`src/rtl/iev_pkg.sv`:
```
`timescale 1ns / 1ps
package iev_pkg;

  localparam int QUEUE_DEPTH_DEF = 16;
  localparam int NUM_KEYS        = 128;
  localparam int NUM_MODS        = 5;

  localparam logic [2:0] OP_KEY      = 3'd0;
  localparam logic [2:0] OP_BUTTON   = 3'd1;
  localparam logic [2:0] OP_POS      = 3'd2;
  localparam logic [2:0] OP_POP_KEY  = 3'd3;
  localparam logic [2:0] OP_POP_ANY  = 3'd4;
  localparam logic [2:0] OP_RELEASE  = 3'd5;
  localparam logic [2:0] OP_RECOVER  = 3'd6;
  localparam logic [2:0] OP_CLEAR    = 3'd7;

  localparam logic [1:0] KIND_NONE   = 2'd0;
  localparam logic [1:0] KIND_KEY    = 2'd1;
  localparam logic [1:0] KIND_BUTTON = 2'd2;
  localparam logic [1:0] KIND_POS    = 2'd3;

  localparam logic [2:0] CFG_COMMAND  = 3'd0;
  localparam logic [2:0] CFG_SHIFT    = 3'd1;
  localparam logic [2:0] CFG_CAPSLOCK = 3'd2;
  localparam logic [2:0] CFG_OPTION   = 3'd3;
  localparam logic [2:0] CFG_CONTROL  = 3'd4;

  typedef struct packed {
    logic [2:0]  operation;
    logic [6:0]  key_code;
    logic        pressed;
    logic [15:0] pos_h;
    logic [15:0] pos_v;
    logic [4:0]  keep_mask;
  } in_t;

  typedef struct packed {
    logic        done_res;
    logic [1:0]  ev_kind;
    logic [6:0]  ev_key;
    logic        ev_down;
    logic [15:0] ev_h;
    logic [15:0] ev_v;
    logic        overflow;
    logic [4:0]  fill;
  } out_t;

  typedef struct packed {
    logic [1:0]  kind;
    logic [6:0]  key;
    logic        down;
    logic [15:0] h;
    logic [15:0] v;
  } entry_t;

  typedef struct packed {
    in_t  item;
    logic needs_read;
    logic needs_walk;
  } cmd_t;

endpackage

```
`src/rtl/input_event_queue.sv`:
```
`timescale 1ns / 1ps
// Input event queue. An operation is taken when start is high and busy is low; a
// two-entry command queue buffers operations while the event engine works. Each
// operation yields exactly one result on out_data, marked by out_strobe for one
// cycle, which the receiver must take. Key, button, position and clear-keys go
// straight to the result state; pops pass through a pop state first for the
// registered read of the event memory (skipped on an empty queue), and release-all
// and recover through a walk over all 128 keys at one key a cycle.
module input_event_queue import iev_pkg::*; #(
  parameter int QUEUE_DEPTH = QUEUE_DEPTH_DEF
) (
  input  logic       clk,
  input  logic       rst_n,
  input  logic       start,
  output logic       busy,
  input  in_t        in_data,
  output logic       out_strobe,
  output out_t       out_data,
  input  logic       cfg_we,
  input  logic [2:0] cfg_idx,
  input  logic [6:0] cfg_wdata
);

  logic cmd_valid;
  logic cmd_pop;
  cmd_t cmd;

  iev_front u_front (
    .clk       (clk),
    .rst_n     (rst_n),
    .start     (start),
    .busy      (busy),
    .in_data   (in_data),
    .cmd_valid (cmd_valid),
    .cmd       (cmd),
    .cmd_pop   (cmd_pop)
  );

  iev_back #(.QUEUE_DEPTH(QUEUE_DEPTH)) u_back (
    .clk        (clk),
    .rst_n      (rst_n),
    .cmd_valid  (cmd_valid),
    .cmd        (cmd),
    .cmd_pop    (cmd_pop),
    .cfg_we     (cfg_we),
    .cfg_idx    (cfg_idx),
    .cfg_wdata  (cfg_wdata),
    .out_strobe (out_strobe),
    .out_data   (out_data)
  );

endmodule

```
`src/rtl/iev_front.sv`:
```
`timescale 1ns / 1ps
module iev_front import iev_pkg::*; (
  input  logic clk,
  input  logic rst_n,
  input  logic start,
  output logic busy,
  input  in_t  in_data,
  output logic cmd_valid,
  output cmd_t cmd,
  input  logic cmd_pop
);

  cmd_t       q_r [2];
  logic       wptr_r;
  logic       rptr_r;
  logic [1:0] cnt_r;
  logic       push;
  cmd_t       cls;

  always_comb begin
    cls.item       = in_data;
    cls.needs_read = (in_data.operation == OP_POP_KEY) || (in_data.operation == OP_POP_ANY);
    cls.needs_walk = (in_data.operation == OP_RELEASE) || (in_data.operation == OP_RECOVER);
  end

  assign busy      = (cnt_r == 2'd2);
  assign push      = start && !busy;
  assign cmd_valid = (cnt_r != 2'd0);
  assign cmd       = q_r[rptr_r];

  always_ff @(posedge clk) begin
    if (push) begin
      q_r[wptr_r] <= cls;
    end
  end

  always_ff @(posedge clk) begin
    if (!rst_n) begin
      wptr_r <= 1'b0;
      rptr_r <= 1'b0;
      cnt_r  <= 2'd0;
    end else begin
      if (push) begin
        wptr_r <= !wptr_r;
      end
      if (cmd_pop) begin
        rptr_r <= !rptr_r;
      end
      cnt_r <= cnt_r + 2'(push) - 2'(cmd_pop);
    end
  end

endmodule

```
`src/rtl/iev_back.sv`:
```
`timescale 1ns / 1ps
module iev_back import iev_pkg::*; #(
  parameter int QUEUE_DEPTH = QUEUE_DEPTH_DEF
) (
  input  logic       clk,
  input  logic       rst_n,
  input  logic       cmd_valid,
  input  cmd_t       cmd,
  output logic       cmd_pop,
  input  logic       cfg_we,
  input  logic [2:0] cfg_idx,
  input  logic [6:0] cfg_wdata,
  output logic       out_strobe,
  output out_t       out_data
);

  localparam int AW = (QUEUE_DEPTH > 1) ? $clog2(QUEUE_DEPTH) : 1;
  localparam int FW = $clog2(QUEUE_DEPTH + 1);

  typedef enum logic [1:0] {S_IDLE, S_POP, S_WALK, S_RESP} state_t;

  entry_t                mem [QUEUE_DEPTH];
  entry_t                rdata_r;
  state_t                state_r;
  logic [AW-1:0]         wr_ptr_r;
  logic [AW-1:0]         rd_ptr_r;
  logic [AW-1:0]         last_ptr_r;
  logic [FW-1:0]         fill_r;
  logic [NUM_KEYS-1:0]   key_map_r;
  logic                  button_r;
  logic [15:0]           last_h_r;
  logic [15:0]           last_v_r;
  logic                  lost_r;
  logic                  newest_pos_r;
  logic [6:0]            mod_r [NUM_MODS];
  logic [6:0]            k_r;
  logic [4:0]            keep_r;
  logic                  any_r;
  logic [2:0]            op_r;
  logic                  done_r;
  entry_t                ev_r;

  logic          not_full;
  logic          we;
  logic          push;
  logic [AW-1:0] waddr;
  entry_t        wdata;
  logic          kept;
  logic          walk_hit;
  logic [8:0]    fill_ext;
  in_t           it;

  function automatic logic [AW-1:0] ptr_inc(input logic [AW-1:0] p);
    return (p == AW'(QUEUE_DEPTH - 1)) ? '0 : p + 1'b1;
  endfunction

  assign it       = cmd.item;
  assign not_full = (fill_r < FW'(QUEUE_DEPTH));
  assign cmd_pop  = (state_r == S_IDLE) && cmd_valid;

  always_comb begin
    kept = 1'b0;
    for (int i = 0; i < NUM_MODS; i++) begin
      if ((mod_r[i] == k_r) && keep_r[i]) begin
        kept = 1'b1;
      end
    end
  end

  assign walk_hit = key_map_r[k_r] && !kept;

  always_comb begin
    we    = 1'b0;
    push  = 1'b0;
    waddr = wr_ptr_r;
    wdata = '0;
    if (cmd_pop) begin
      unique case (it.operation)
        OP_KEY: begin
          wdata.kind = KIND_KEY;
          wdata.key  = it.key_code;
          wdata.down = it.pressed;
          push = (key_map_r[it.key_code] != it.pressed) && not_full;
        end
        OP_BUTTON: begin
          wdata.kind = KIND_BUTTON;
          wdata.down = it.pressed;
          push = (button_r != it.pressed) && not_full;
        end
        OP_RECOVER: begin
          wdata.kind = KIND_BUTTON;
          push = button_r && not_full;
        end
        OP_POS: begin
          wdata.kind = KIND_POS;
          wdata.h    = it.pos_h;
          wdata.v    = it.pos_v;
          if ((it.pos_h != last_h_r) || (it.pos_v != last_v_r)) begin
            if ((fill_r != '0) && newest_pos_r) begin
              we    = 1'b1;
              waddr = last_ptr_r;
            end else begin
              push = not_full;
            end
          end
        end
        default: ;
      endcase
    end else if (state_r == S_WALK) begin
      wdata.kind = KIND_KEY;
      wdata.key  = k_r;
      push = walk_hit && not_full;
    end
    we = we || push;
  end

  always_ff @(posedge clk) begin
    if (we) begin
      mem[waddr] <= wdata;
    end
    rdata_r <= mem[rd_ptr_r];
  end

  always_ff @(posedge clk) begin
    if (!rst_n) begin
      state_r      <= S_IDLE;
      wr_ptr_r     <= '0;
      rd_ptr_r     <= '0;
      last_ptr_r   <= '0;
      fill_r       <= '0;
      key_map_r    <= '0;
      button_r     <= 1'b0;
      last_h_r     <= '0;
      last_v_r     <= '0;
      lost_r       <= 1'b0;
      newest_pos_r <= 1'b0;
      mod_r[0]     <= 7'd55;
      mod_r[1]     <= 7'd56;
      mod_r[2]     <= 7'd57;
      mod_r[3]     <= 7'd58;
      mod_r[4]     <= 7'd59;
      k_r          <= '0;
      keep_r       <= '0;
      any_r        <= 1'b0;
      op_r         <= OP_KEY;
      done_r       <= 1'b0;
      ev_r         <= '0;
    end else begin
      if (cfg_we) begin
        unique case (cfg_idx)
          CFG_COMMAND:  mod_r[0] <= cfg_wdata;
          CFG_SHIFT:    mod_r[1] <= cfg_wdata;
          CFG_CAPSLOCK: mod_r[2] <= cfg_wdata;
          CFG_OPTION:   mod_r[3] <= cfg_wdata;
          CFG_CONTROL:  mod_r[4] <= cfg_wdata;
          default: ;
        endcase
      end
      if (we) begin
        newest_pos_r <= (wdata.kind == KIND_POS);
      end
      if (push) begin
        wr_ptr_r   <= ptr_inc(wr_ptr_r);
        last_ptr_r <= wr_ptr_r;
        fill_r     <= fill_r + 1'b1;
      end
      unique case (state_r)
        S_IDLE: begin
          if (cmd_pop) begin
            done_r <= 1'b0;
            ev_r   <= '0;
            op_r   <= it.operation;
            state_r <= S_RESP;
            if (cmd.needs_read) begin
              if (fill_r != '0) begin
                state_r <= S_POP;
              end
            end else if (cmd.needs_walk) begin
              k_r     <= '0;
              state_r <= S_WALK;
              if (it.operation == OP_RECOVER) begin
                keep_r <= '0;
                any_r  <= push;
                lost_r <= button_r && !not_full;
                if (push) begin
                  button_r <= 1'b0;
                end
              end else begin
                keep_r <= it.keep_mask;
                any_r  <= 1'b0;
              end
            end else begin
              unique case (it.operation)
                OP_KEY: begin
                  if (key_map_r[it.key_code] != it.pressed) begin
                    if (push) begin
                      key_map_r[it.key_code] <= it.pressed;
                      done_r <= 1'b1;
                    end else begin
                      lost_r <= 1'b1;
                    end
                  end
                end
                OP_BUTTON: begin
                  if (button_r != it.pressed) begin
                    if (push) begin
                      button_r <= it.pressed;
                      done_r   <= 1'b1;
                    end else begin
                      lost_r <= 1'b1;
                    end
                  end
                end
                OP_POS: begin
                  if ((it.pos_h != last_h_r) || (it.pos_v != last_v_r)) begin
                    if (we) begin
                      last_h_r <= it.pos_h;
                      last_v_r <= it.pos_v;
                      done_r   <= 1'b1;
                    end else begin
                      lost_r <= 1'b1;
                    end
                  end
                end
                OP_CLEAR: key_map_r <= '0;
                default: ;
              endcase
            end
          end
        end
        S_POP: begin
          if ((op_r == OP_POP_ANY) || (rdata_r.kind == KIND_KEY)) begin
            ev_r     <= rdata_r;
            rd_ptr_r <= ptr_inc(rd_ptr_r);
            fill_r   <= fill_r - 1'b1;
            done_r   <= 1'b1;
          end
          state_r <= S_RESP;
        end
        S_WALK: begin
          if (walk_hit) begin
            if (not_full) begin
              key_map_r[k_r] <= 1'b0;
              any_r <= 1'b1;
            end else begin
              lost_r <= 1'b1;
            end
          end
          if (k_r == 7'(NUM_KEYS - 1)) begin
            done_r  <= any_r || push;
            state_r <= S_RESP;
          end else begin
            k_r <= k_r + 1'b1;
          end
        end
        S_RESP: state_r <= S_IDLE;
        default: state_r <= S_IDLE;
      endcase
    end
  end

  assign fill_ext   = 9'(fill_r);
  assign out_strobe = (state_r == S_RESP);

  always_comb begin
    out_data.done_res = done_r;
    out_data.ev_kind  = ev_r.kind;
    out_data.ev_key   = ev_r.key;
    out_data.ev_down  = ev_r.down;
    out_data.ev_h     = ev_r.h;
    out_data.ev_v     = ev_r.v;
    out_data.overflow = lost_r;
    out_data.fill     = fill_ext[4:0];
  end

`ifndef ASSERT_OFF
  a_fill_bound: assert property (@(posedge clk) disable iff (!rst_n)
    fill_r <= FW'(QUEUE_DEPTH))
    else $error("fill above queue depth");

  a_push_room: assert property (@(posedge clk) disable iff (!rst_n)
    push |-> not_full)
    else $error("entry queued into a full queue");

  a_pop_nonempty: assert property (@(posedge clk) disable iff (!rst_n)
    (state_r == S_POP) |-> (fill_r != '0))
    else $error("pop from an empty queue");

  a_resp_one: assert property (@(posedge clk) disable iff (!rst_n)
    out_strobe |=> !out_strobe)
    else $error("result held longer than one cycle");
`endif

endmodule
```
`config.mk`:
```
export PLATFORM = sky130hd
export DESIGN_NAME = input_event_queue
export DESIGN_NICKNAME = d
export VERILOG_FILES = /design/src/rtl/iev_pkg.sv /design/src/rtl/input_event_queue.sv /design/src/rtl/iev_front.sv /design/src/rtl/iev_back.sv
export SDC_FILE = /design/constraint.sdc
export NUM_CORES = 2
export LEC_CHECK = 0
export BUFFER_PORTS_ARGS = -buffer_cell sky130_fd_sc_hd__buf_2
export CAP_MARGIN = 5
export CORE_MARGIN = 4
export CORE_UTILIZATION = 45
export CTS_BUF_LIST = sky130_fd_sc_hd__clkbuf_16
export CTS_CLUSTER_DIAMETER = 80
export DETAILED_ROUTE_END_ITERATION = 6
export GPL_TIMING_DRIVEN = 0
export PLACE_DENSITY_LB_ADDON = 0.12
export SYNTH_ARGS = -nofsm -noshare
export SYNTH_HDL_FRONTEND = slang
export SYNTH_SLANG_ARGS = --single-unit
```
`constraint.sdc`:
```
create_clock -name clk -period 6.1 [get_ports clk]
set_input_delay 1.22 -clock clk [delete_from_list [all_inputs] [get_ports clk]]
set_output_delay 1.22 -clock clk [all_outputs]
set_load 0.005 [all_outputs]
```
; ---- Yosys cells after proc, flatten, opt, wreduce, memory -nomap -nowiden
; Memory sizes are Yosys's and may differ from the RTL's. A register that Yosys moved wholly into a read port is not among the register bits.
; Cells that the tools add are included.
[classes]
add_sub_neg = 7
n_bitwise = 9
reduce_logical = 51
eq_ne = 51
n_lt_le_gt_ge = 5
mux = 132
[ops]
columns = cell, n
row1 = $mux W128, 7
row2 = $pmux W128 S2, 2
row3 = $and A128 B128 Y128, 1
row4 = $bwmux W128, 1
row5 = $not A128 Y128, 1
row6 = $mux W42, 2
row7 = $pmux W42 S2, 1
row8 = $mux W1, 78
row9 = $mux W7, 10
row10 = $eq A7 B7 Y1, 5
row11 = $mux W33, 1
row12 = $mux W32, 1
row13 = $ne A16 B16 Y1, 2
row14 = $mux W4, 6
row15 = $eq A3 B3 Y1 const B, 7
row16 = $mux W5, 4
row17 = $logic_and A1 B1 Y1, 16
row18 = $lt A7 B8 Y1 const B, 2
row19 = $ne A4 B4 Y1 const B, 4
row20 = $bmux W1 S7, 2
row21 = $demux W1 S7, 2
row22 = $ge A7 B1 Y1 const B, 2
row23 = $ne A2 B2 Y1 const B, 7
row24 = $pmux W7 S2, 1
row25 = 44 further kinds, 90
[totals]
ram_bits = 807
register_bits = 245
out_inout_bits = 51
mem_count = 3
inputBits = 62
elab_cells = 282
[memory_table]
columns = name, words, width, read_ports, rd_ports_with_merged_regs, write_ports, line_no
row1 = u_back.mem, 16, 42, 1, 1, 1, iev_back.sv:22  ; entry_t mem [QUEUE_DEPTH];
row2 = u_front.q_r, 2, 50, 1, 1, 1, iev_front.sv:13  ; cmd_t q_r [2];
row3 = u_back.mod_r, 5, 7, 5, 0, 5, iev_back.sv:35  ; logic [6:0] mod_r [NUM_MODS];

; ---- Depth between registers and ports, before layout
; An unclocked memory read counts as a cell.
[logic_depth]
depth_word = 21
depth_mapped = 17
mapped_depth_nobuf = 12

; ---- By module
; A second synthesis with hierarchy kept.
[unflattened]
hier_cells = 3207
area_unflattened_um2 = 47799.6
[by_module_without_submodules]
columns = mod, cells_each, instances, area_each_um2, seq_area_each_um2
row1 = iev_back, 3019, 1, 43674.4, 26895.8
row2 = iev_front, 188, 1, 4125.2, 3103.0

; ---- Least setup slack after synthesis
; Ideal clock, no wire load.
[synth_path]
kind = register to register
from = reg (tool-made name)
to = mem u_back.mem[13][0] in the netlist's numbering (enable)
stages_incl_launch_ff = 14
arrival_ns = 5.864
period_less_slack_ns = 6.366
setup_slack_ns = -0.266
setup_ns = 0.502
t_required_ns = 5.598
path_buffers = 3
cell_sequence = dfxtp_1 -> buf_6 -> mux2i_1 -> buf_6 -> buf_2 -> mux2i_1 -> o22ai_1 -> o21ai_0 -> nand4_1 -> a2111oi_4 -> mux2i_2 -> o21ai_2 -> a22oi_1 -> nor3b_1
[synth_lines]
columns = item, line_no
row1 = to (decl), iev_back.sv:22

==> results.py <==
metrics = {
    "outcome": {
        "status": "completed",
    },
    "worst_setup_path": {
        "cp-end-kind": "flip-flop",
        "cp.arrival_ns": 6.42,
        "start_kind": "flip-flop",
        "required_ns": 6.50,
        "worstSetupPathType": "flip-flop to flip-flop",
        "crit_path_max_fanout": 10,
    },
    "layout": {
        "mostFrequentLayoutCells": "edfxtp_1 (807), dfxtp_1 (288), o21ai_0 (278)",
        "final_common_cell": "edfxtp_1",
        "nNetsFinal": 3603,
        "drive_gt1_frac": 0.199,
        "fin_area_um2": 54100,
        "area_growth_pct": 14.7,
        "multiInputGateArea_um2": 16000,
        "fin_util": 0.521,
        "seq_area_um2": 30000,
        "fill_cells": 8644,
    },
    "clock_network": {
        "cts_tree": "built",
        "cts_root_buffer": "clkbuf_16",
        "cts_num_sinks": 1095,
        "htree_levels": 3,
        "cts-buffers-inserted": 113,
        "clkLatencyLatePin_ns": 0.73,
        "clkTransAtPathRegs_ns": 0.06,
        "clk_path_buf_depth": 3,
    },
    "placed_design": {
        "dp_slack_ns": 0.221,
        "globalplace.congestion": 0.991,
        "port_buffers": 112,
        "dp_hpwl_mm": 110,
        "dpl-instance-area_um2": 50300,
    },
    "grt": {
        "grt_pass1_vias": 32400,
        "grt.total_usage": 0.287,
        "grt_pass1_wl_mm": 231,
        "grt_max_degree": 43,
        "antenna_found_initial": 3,
        "grt_overflow": 0,
    },
    "sta": {
        "fmax_ghz": 0.166,
        "rsz0062_at_grt": "false",
        "hold_viol": 0,
        "setup_violations": 0,
        "min_period_over_period": 0.987,
        "worst_slew_pin_slew_ns": 1.38,
        "drv_slew": 0,
        "finalWorstSetupSlack_ns": 0.0777,
        "finalClockSkew_ns": 0.0434,
        "min_period_ns": 6.02,
        "maxSlewHeadroom": 0.0798,
    },
    "logic_synthesis": {
        "syn_inst": 3252,
        "synth_edf_count": 807,
        "synth_cell_type_count": 77,
        "synthSimpleGateAreaFrac": 0.0423,
        "synth_seq_cells": 1095,
        "synth_xor_area_frac": 0.0149,
        "muxShareOfSynthArea": 0.138,
        "synthArstFlopShare": 0,
        "syn_area_per_cell_um2": 14.5,
        "syn_nets": 3325,
        "netlist_area_um2": 47200,
        "synth_top_family_by_area": "multiplexers",
        "synth-adder-area-share": 0.00292,
        "synth_compound_area_frac": 0.137,
        "yosysWarnings": 0,
        "ys.flop_type": "edfxtp_1",
        "synth_seq_area_share": 0.636,
    },
    "flow_run": {
        "cap_viol_max_count": 0,
    },
    "detailed_routing": {
        "ant_nets": 0,
        "drc": 0,
        "drtIter0Drc": 4597,
        "viasPerCell": 6.50,
        "wirelength_mm": 162,
        "route.detailed.wl_per_inst_um": 32.3,
        "vias": 32600,
        "first_pass_iters": 6,
    },
    "floorplanning": {
        "dieArea_um2": 110000,
        "io_pins": 113,
        "die_y_um": 332,
        "core_area_um2": 104000,
        "rows": 118,
        "start_util": 0.454,
        "die_w_um": 332,
    },
    "pwr": {
        "leakagePower_uw": 0.0167,
        "power_density_nw_per_um2": 385,
        "ir_drop_mv": 0.253,
    },
    "hold_path": {
        "hold_class": "flip-flop to flip-flop",
    },
}
-- worst max-delay path: stages (launching register included) --
cell	delay (ns)
dfxtp_1	0.30
buf_6	0.14
buf_6	0.16
o32ai_1	0.89
clkbuf_1	0.84
o21ai_0	0.23
a41oi_1	0.62
a2111oi_4	0.17
mux2i_2	0.26
o21ai_2	0.38
a22oi_1	0.36
nor3_4	0.60
buf_6	0.21
buf_6	0.17
buf_8	0.16
buf_8	0.16
-- registers in the layout, summed over array words and instances, names as in the netlist, 2 cells and up, named ones only --
name / count
u_back.fill_r: 5
u_back.mod_r: 35
u_back.last_v_r: 16
u_back.mem: 672
u_front.q_r: 100
u_front.cnt_r: 2
u_back.last_h_r: 16
u_back.key_map_r: 128
u_back.k_r: 7
u_back.rdata_r: 42
u_back.state_r: 2
u_back.op_r: 3
u_back.keep_r: 5
u_back.rd_ptr_r: 4
u_back.wr_ptr_r: 4
u_back.last_ptr_r: 4
u_back.out_data: 42
-- cell type report --
type                            instances  share of cell area
Antenna cell                            3            0.000139
Buffer                                271              0.0224
Clock buffer                          116              0.0537
Clock inverter                         98              0.0146
Inverter                               33             0.00229
Multi-Input combinational cell       1853               0.295
Sequential cell                      1095               0.554
Tap cell                             1380              0.0319
Timing Repair Buffer                  163              0.0252
-- path summary, 6_finish.rpt --
path	startpoint	end	slack, ns	cells after the start
max	flip-flop	u_back.mem[12][39]	0.08	15
min	u_back.rdata_r[33]	u_back.out_data[39]	0.48	2
max reg2reg	flip-flop	u_back.mem[12][39]	0.08	15
min reg2reg	u_back.rdata_r[33]	u_back.out_data[39]	0.48	2
-- metal layers --
metal,vias to the layer above,part of all wire,track usage
met4,2,0.041,0.0993
met3,387,0.084,0.0543
met1,16800,0.41,0.397
met2,1757,0.47,0.458
li1,13600,-,-
met5,-,0.000074,0
-- cells in the mapped netlist, drive strengths merged, types with 5 or more instances --
library cell | count | area (µm²)
o21a | 14 | 105
and2 | 18 | 113
a21oi | 189 | 950
a211oi | 40 | 450
o22ai | 49 | 307
inv | 33 | 124
nor4 | 12 | 75.1
or2 | 7 | 43.8
nor3b | 8 | 60.1
nand4 | 17 | 106
edfxtp | 807 | 24200
mux4 | 220 | 4950
nor2b | 16 | 100
a31oi | 8 | 50.1
o211ai | 128 | 966
mux2 | 26 | 293
clkbuf | 184 | 691
xor2 | 8 | 70.1
o31ai | 6 | 45.0
ha | 11 | 138
xnor2 | 72 | 631
nor3 | 19 | 95.1
a32oi | 5 | 58.8
buf | 87 | 519
a22oi | 53 | 398
dfxtp | 288 | 5770
o21ai | 293 | 1470
nand2 | 92 | 345
or3 | 9 | 56.3
o2bb2ai | 5 | 43.8
nand2b | 25 | 156
nand3 | 30 | 150
mux2i | 126 | 1280
and3 | 5 | 31.3
a311oi | 127 | 1120
nor2 | 150 | 563
-- where the power goes --
part	leakage (µW)	total [µW]	internal [µW]	switching, µW
clock network	0.00193	6840	3840	3000
logic	0.00526	5290	1570	3720
registers	0.00950	8720	8450	273
total	0.0167	20800	13900	6990
-- cells by family (layout without fill, tap and decap cells) --
group | Yosys count | after routing
other | 0 | 3
adders and majority gates | 11 | 11
muxes | 372 | 372
and+or+nand+nor | 420 | 420
xor gates and xnor gates | 80 | 80
DFF | 1095 | 1095
buffers and inverters | 304 | 681
AOI/OAI and AO/OA | 970 | 970
-- through the flow --
step | hold slack (ns) | setup TNS [ns] | cells | total power (µW)
2_1_floorplan | 0.446 | -24.14 | 3252 | 11900
3_3_place_gp | 0.464 | -1785.18 | 4744 | 13800
3_5_place_dp | 0.470 | 0 | 4789 | 14000
4_1_cts | 0.484 | 0 | 5003 | 20800
5_1_grt | 0.514 | 0 | 5009 | 21600
6_report | 0.482 | 0 | 5012 | 20800
-- timing repair --
item                       in CTS  in global routing
hold buffers                    0                  0
setup endpoints to repair       0                 15
resized for setup               0                  3
buffers inserted                0                  1
Note: power is estimated with default switching activity, not from simulation.
